<file path="src/hw/rtl/rcbs_pkg.sv">
// Package for the radial color blend shader: shared types and constants.
// Depends on nothing; used by the controller, the datapath and the top level.
`default_nettype none
package rcbs_pkg;

   // Operation codes carried in the request user bit.
   localparam logic OP_WRITE = 1'b0;
   localparam logic OP_SHADE = 1'b1;

   // Fraction 1.0 for the blend rate.
   localparam logic [15:0] RATE_ONE = 16'hFFFF;

   // Controller states.
   typedef enum logic [2:0] {
      ST_IDLE,
      ST_READ,
      ST_WALK,
      ST_DRAIN,
      ST_OUT
   } state_type;

   // Controller to datapath commands.
   typedef struct packed {
      logic load_pixel;  // capture pixel and set color to white
      logic write_entry; // store the request as a table entry
      logic read_entry;  // present walk address to the table
      logic step;        // feed the fetched entry into the blend pipe
      logic show;        // copy color into the result register
   } cmd_type;

   // Datapath to controller status.
   typedef struct packed {
      logic pipe_busy;   // blend pipe still holds entries
   } status_type;

endpackage
`default_nettype wire

</file>
<file path="src/hw/rtl/rcbs_ctrl.sv">
// Controller: accepts items, walks the table with a read and a step phase per entry, drives output.
// Depends on rcbs_pkg.
`default_nettype none
module rcbs_ctrl #(
   parameter int NUM_POINTS = 128,
   localparam int IDX_BITS = (NUM_POINTS > 1) ? $clog2(NUM_POINTS) : 1,
   localparam int CNT_BITS = $clog2(NUM_POINTS + 1)
) (
   input  wire                   clock,
   input  wire                   reset,
   input  wire                   req_tvalid,
   output logic                  req_tready,
   input  wire                   req_op,
   input  wire [6:0]             req_index,
   input  wire [7:0]             active_points,
   output logic                  rsp_tvalid,
   input  wire                   rsp_tready,
   output rcbs_pkg::cmd_type     cmd,
   input  rcbs_pkg::status_type  status,
   output logic [IDX_BITS-1:0]   wr_addr,
   output logic [IDX_BITS-1:0]   rd_addr
);
   rcbs_pkg::state_type state_ff, state_in;
   logic [CNT_BITS-1:0] cnt_ff, cnt_in;
   logic [CNT_BITS-1:0] limit_ff, limit_in;
   logic                ph_ff, ph_in;
   logic                rv_ff, rv_in;

   always_ff @(posedge clock) begin
      if (reset) begin
         state_ff <= rcbs_pkg::ST_IDLE;
         cnt_ff   <= '0;
         limit_ff <= '0;
         ph_ff    <= 1'b0;
         rv_ff    <= 1'b0;
      end else begin
         state_ff <= state_in;
         cnt_ff   <= cnt_in;
         limit_ff <= limit_in;
         ph_ff    <= ph_in;
         rv_ff    <= rv_in;
      end
   end

   assign wr_addr    = IDX_BITS'(req_index);
   assign rd_addr    = cnt_ff[IDX_BITS-1:0];
   assign rsp_tvalid = rv_ff;

   // Next state and commands.
   always_comb begin
      logic acc;
      acc = 1'b0;
      state_in = state_ff;
      cnt_in   = cnt_ff;
      limit_in = limit_ff;
      ph_in    = ph_ff;
      rv_in    = rv_ff && !rsp_tready;
      cmd      = '0;
      req_tready = 1'b0;
      case (state_ff)
         rcbs_pkg::ST_IDLE: begin
            req_tready = 1'b1;
            acc = req_tvalid;
            if (acc && req_op == rcbs_pkg::OP_WRITE) begin
               cmd.write_entry = (32'(req_index) < NUM_POINTS);
            end else if (acc) begin
               cmd.load_pixel = 1'b1;
               cnt_in   = '0;
               ph_in    = 1'b0;
               limit_in = (32'(active_points) > NUM_POINTS) ? CNT_BITS'(NUM_POINTS)
                                                            : CNT_BITS'(active_points);
               state_in = rcbs_pkg::ST_WALK;
            end
         end
         rcbs_pkg::ST_WALK: begin
            // Read data is registered; step on the second phase.
            if (cnt_ff == limit_ff) begin
               state_in = rcbs_pkg::ST_DRAIN;
            end else begin
               ph_in = !ph_ff;
               cmd.step = ph_ff;
               if (ph_ff) cnt_in = cnt_ff + 1'b1;
            end
         end
         rcbs_pkg::ST_DRAIN: begin
            if (!status.pipe_busy && !cmd.step) state_in = rcbs_pkg::ST_OUT;
         end
         rcbs_pkg::ST_OUT: begin
            if (!rv_ff || rsp_tready) begin
               cmd.show = 1'b1;
               rv_in = 1'b1;
               state_in = rcbs_pkg::ST_IDLE;
            end
         end
         default: state_in = rcbs_pkg::ST_IDLE;
      endcase
   end
endmodule
`default_nettype wire

</file>
<file path="config.mk">
export PLATFORM = sky130hd
export DESIGN_NAME = rcbs_ctrl
export DESIGN_NICKNAME = d
export VERILOG_FILES = /design/src/hw/rtl/rcbs_pkg.sv /design/src/hw/rtl/rcbs_ctrl.sv
export SDC_FILE = /design/constraint.sdc
export NUM_CORES = 1
export LEC_CHECK = 0
export ABC_AREA = 1
export BUFFER_PORTS_ARGS = -buffer_cell sky130_fd_sc_hd__clkbuf_2
export CORE_MARGIN = 8
export CORE_UTILIZATION = 35
export DETAILED_ROUTE_END_ITERATION = 10
export SLEW_MARGIN = 20
export SYNTH_ARGS = -nofsm -noshare
export SYNTH_HDL_FRONTEND = slang
export SYNTH_SLANG_ARGS = --single-unit
</file>
<file path="constraint.sdc">
create_clock -name clock -period 3.2 [get_ports clock]
set_clock_uncertainty 0.2 [all_clocks]
set_input_delay 0.64 -clock clock [delete_from_list [all_inputs] [get_ports clock]]
set_output_delay 0.64 -clock clock [all_outputs]
set_load 0.01 [all_outputs]
</file>
==> results.cfg <==
[global_route]
grt_max_degree = 14
gr-usage-all-layers_pct = 9.767
grt_pass1_vias = 1147
antenna_found_initial = 0
grt_overflow = 0
grt_pass1_wl_mm = 4.995

[power_and_ir_drop]
fin_total_pwr_mw = 0.7736
power_density_nw_per_um2 = 532.5
p_leak_nw = 0.6686
peakVddDrop_v = 0.0002599

[sta]
relSlewSlack_pct = 60.79
hold_viol = 0
tns_ps = 0
clock.fmax_ghz = 0.4084
period_share_pct = 76.53
fin_crit_ps = 2449
rsz0062_at_grt = false
final-setup-viol-count = 0
worst_slew_pin_slew_ps = 584.9
hold_ws_ps = 284.8
maxSlewViolCount = 0

[detailed_routing]
ant_nets = 0
wl_mm = 2.803
drt_pass1_iterations = 4
drtIter0Drc = 77
dr_total_vias = 1157
post-route-drc-count = 0
avgViaCountPerCell = 4.484
wl_per_cell_microns = 10.86

[synth]
yosys_most_used_dff = dfxtp_1
syn_area_sq_um = 1354
synth_top_area_share_pct = 31.05
syn_inst = 199
ys_seq_elements = 21
syn_nets = 221
synth_area_leaders = dfxtp_1 31%, nand2_1 13%, buf_4 8.3%
synth.most_common_cell = nand2_1
netlist_top_cells_count = 47 x nand2_1, 24 x inv_1, 21 x dfxtp_1, 16 x a21oi_1, 16 x nor2_1
synth_cell_types = 33
syn_avg_cell_area_sq_um = 6.803
synth.yosys.seq_area_share_pct = 31.05
yosys_warnings = 0
synth_async_sr_flop_share_pct = 0
yosys.area.top_type = dfxtp_1
synth_edf_count = 0

[final_layout]
area_delta_synth_final_pct = 7.301
fin_nets = 233
instances_no_fill = 258
drive_gt1_share_pct = 22.86
n_antenna_cell = 0

[cts]
htreeDepth = 1
cts_root_buffer = clkbuf_8
cts.path.max_buffers = 2
postCtsSetupBuffers = 0
cts.reportedPaths.clkPinSlew_ps = 80
insertion_delay_ps = 260
clock-sinks = 21
cts_tree = built
cts_inserted_buffers = 3
post_cts_resized = 0
cts_hold_buf = 0

[floorplan]
dieArea_sq_um = 6114
die_h_microns = 78.20
die_x_microns = 78.20
rows = 22
core-area_sq_um = 3689
start_util_pct = 36.70
io_pins = 42

[hold_path]
hp-start = limit_ff[5]$_SDFFE_PP0P_
min_path_type = register to register

[run_status]
status = finished clean

[worst_setup_path]
crit_arrival_ps = 1610
cp-startpoint = state_ff[2]$_SDFFE_PP0P_
r2r-start = state_ff[2]$_SDFFE_PP0P_
cp.required_ps = 2360
cp-end-kind = primary output
cp_max_fo = 12
start_kind = register
worstSetupPathType = register to primary output

[placed_design]
hpwl_mm = 2.191
dpl.cell_count = 254
io_buffers = 26
gp_congestion = 0.7938

[job]
maxCapViolations = 0
layout make-up:
cell class / count / area (sq um)
well taps: 48 / 60.06
inverters: 29 / 113.9
repair buffers: 26 / 130.1
clock inverters: 1 / 5.005
clock buffers: 3 / 41.29
multi-input cells: 130 / 681.9
fillers: 421 / 2236
flip-flops and latches: 21 / 420.4
path summary, 6_finish.rpt:
path / to / cells past startpoint / slack (ps)
min: limit_ff[5]$_SDFFE_PP0P_ / 2 / 280
max reg2reg: limit_ff[5]$_SDFFE_PP0P_ / 9 / 1380
min reg2reg: limit_ff[5]$_SDFFE_PP0P_ / 2 / 280
max: cmd[4] / 6 / 750
routing by layer:
| layer | vias up | wire (microns) | GRT usage [%] |
|---|---|---|---|
| met2 | 27 | 1169 | 15.41 |
| met3 | 2 | 165 | 2.961 |
| met4 | 0 | 19 | 2.407 |
| li1 | 635 | - | - |
| met1 | 493 | 1447 | 12.63 |
| met5 | - | 0 | 0 |
power breakdown:
group | internal (mW) | total [mW] | switching (mW)
logic | 0.101 | 0.272 | 0.171
registers | 0.290 | 0.323 | 0.0333
clock network | 0.0869 | 0.179 | 0.0919
kinds of logic (layout without fill, tap and decap cells):
kind of cell             after synthesis  in the layout  share of synthesized area [%]
AO/OA/AOI/OAI                         28             28                          11.65
XOR/XNOR                               6              6                          3.882
adder cells (fa/ha/maj)                1              1                         0.9241
buffers and inverters                 48             59                          18.58
flip-flops                            21             21                          31.05
other                                  1              1                         0.2770
AND/OR/NAND/NOR                       94             94                          33.64
critical path: stages, from the launching register on:
cell      delay, ps
dfxtp_1         310
inv_1            80
nand2_2          90
nor2_4          110
inv_1            70
nor3_2          450
clkbuf_2        240
stage by stage:
step | worst slack (ps) | util (%) | area (sq um)
floorplan | 1243 | - | 1354
global placement | 814.1 | 38.13 | 1406
detailed placement | 819.5 | 38.13 | 1406
CTS | 735.4 | 39.38 | 1453
global route | 552.0 | 39.38 | 1453
finish | 751.2 | 39.38 | 1453
sequential cells by signal (all words and copies together), names as in the netlist:
name / flops
rsp_tvalid: 1
ph_ff: 1
cnt_ff: 8
limit_ff: 8
state_ff: 3
cell usage in the layout, fill, tap and decap left out, drive strengths merged:
cell type	count
ha	1
inv	29
conb	1
nand4	7
xor2	1
clkinv	1
o21ai	9
or2	2
nor3	3
o211a	1
nor3b	1
nand3b	2
nand2	50
o31ai	1
nor2	19
dfxtp	21
a21oi	16
o21bai	1
nand3	10
xnor2	5
clkbuf	29
(Power assumes the default switching activity.)
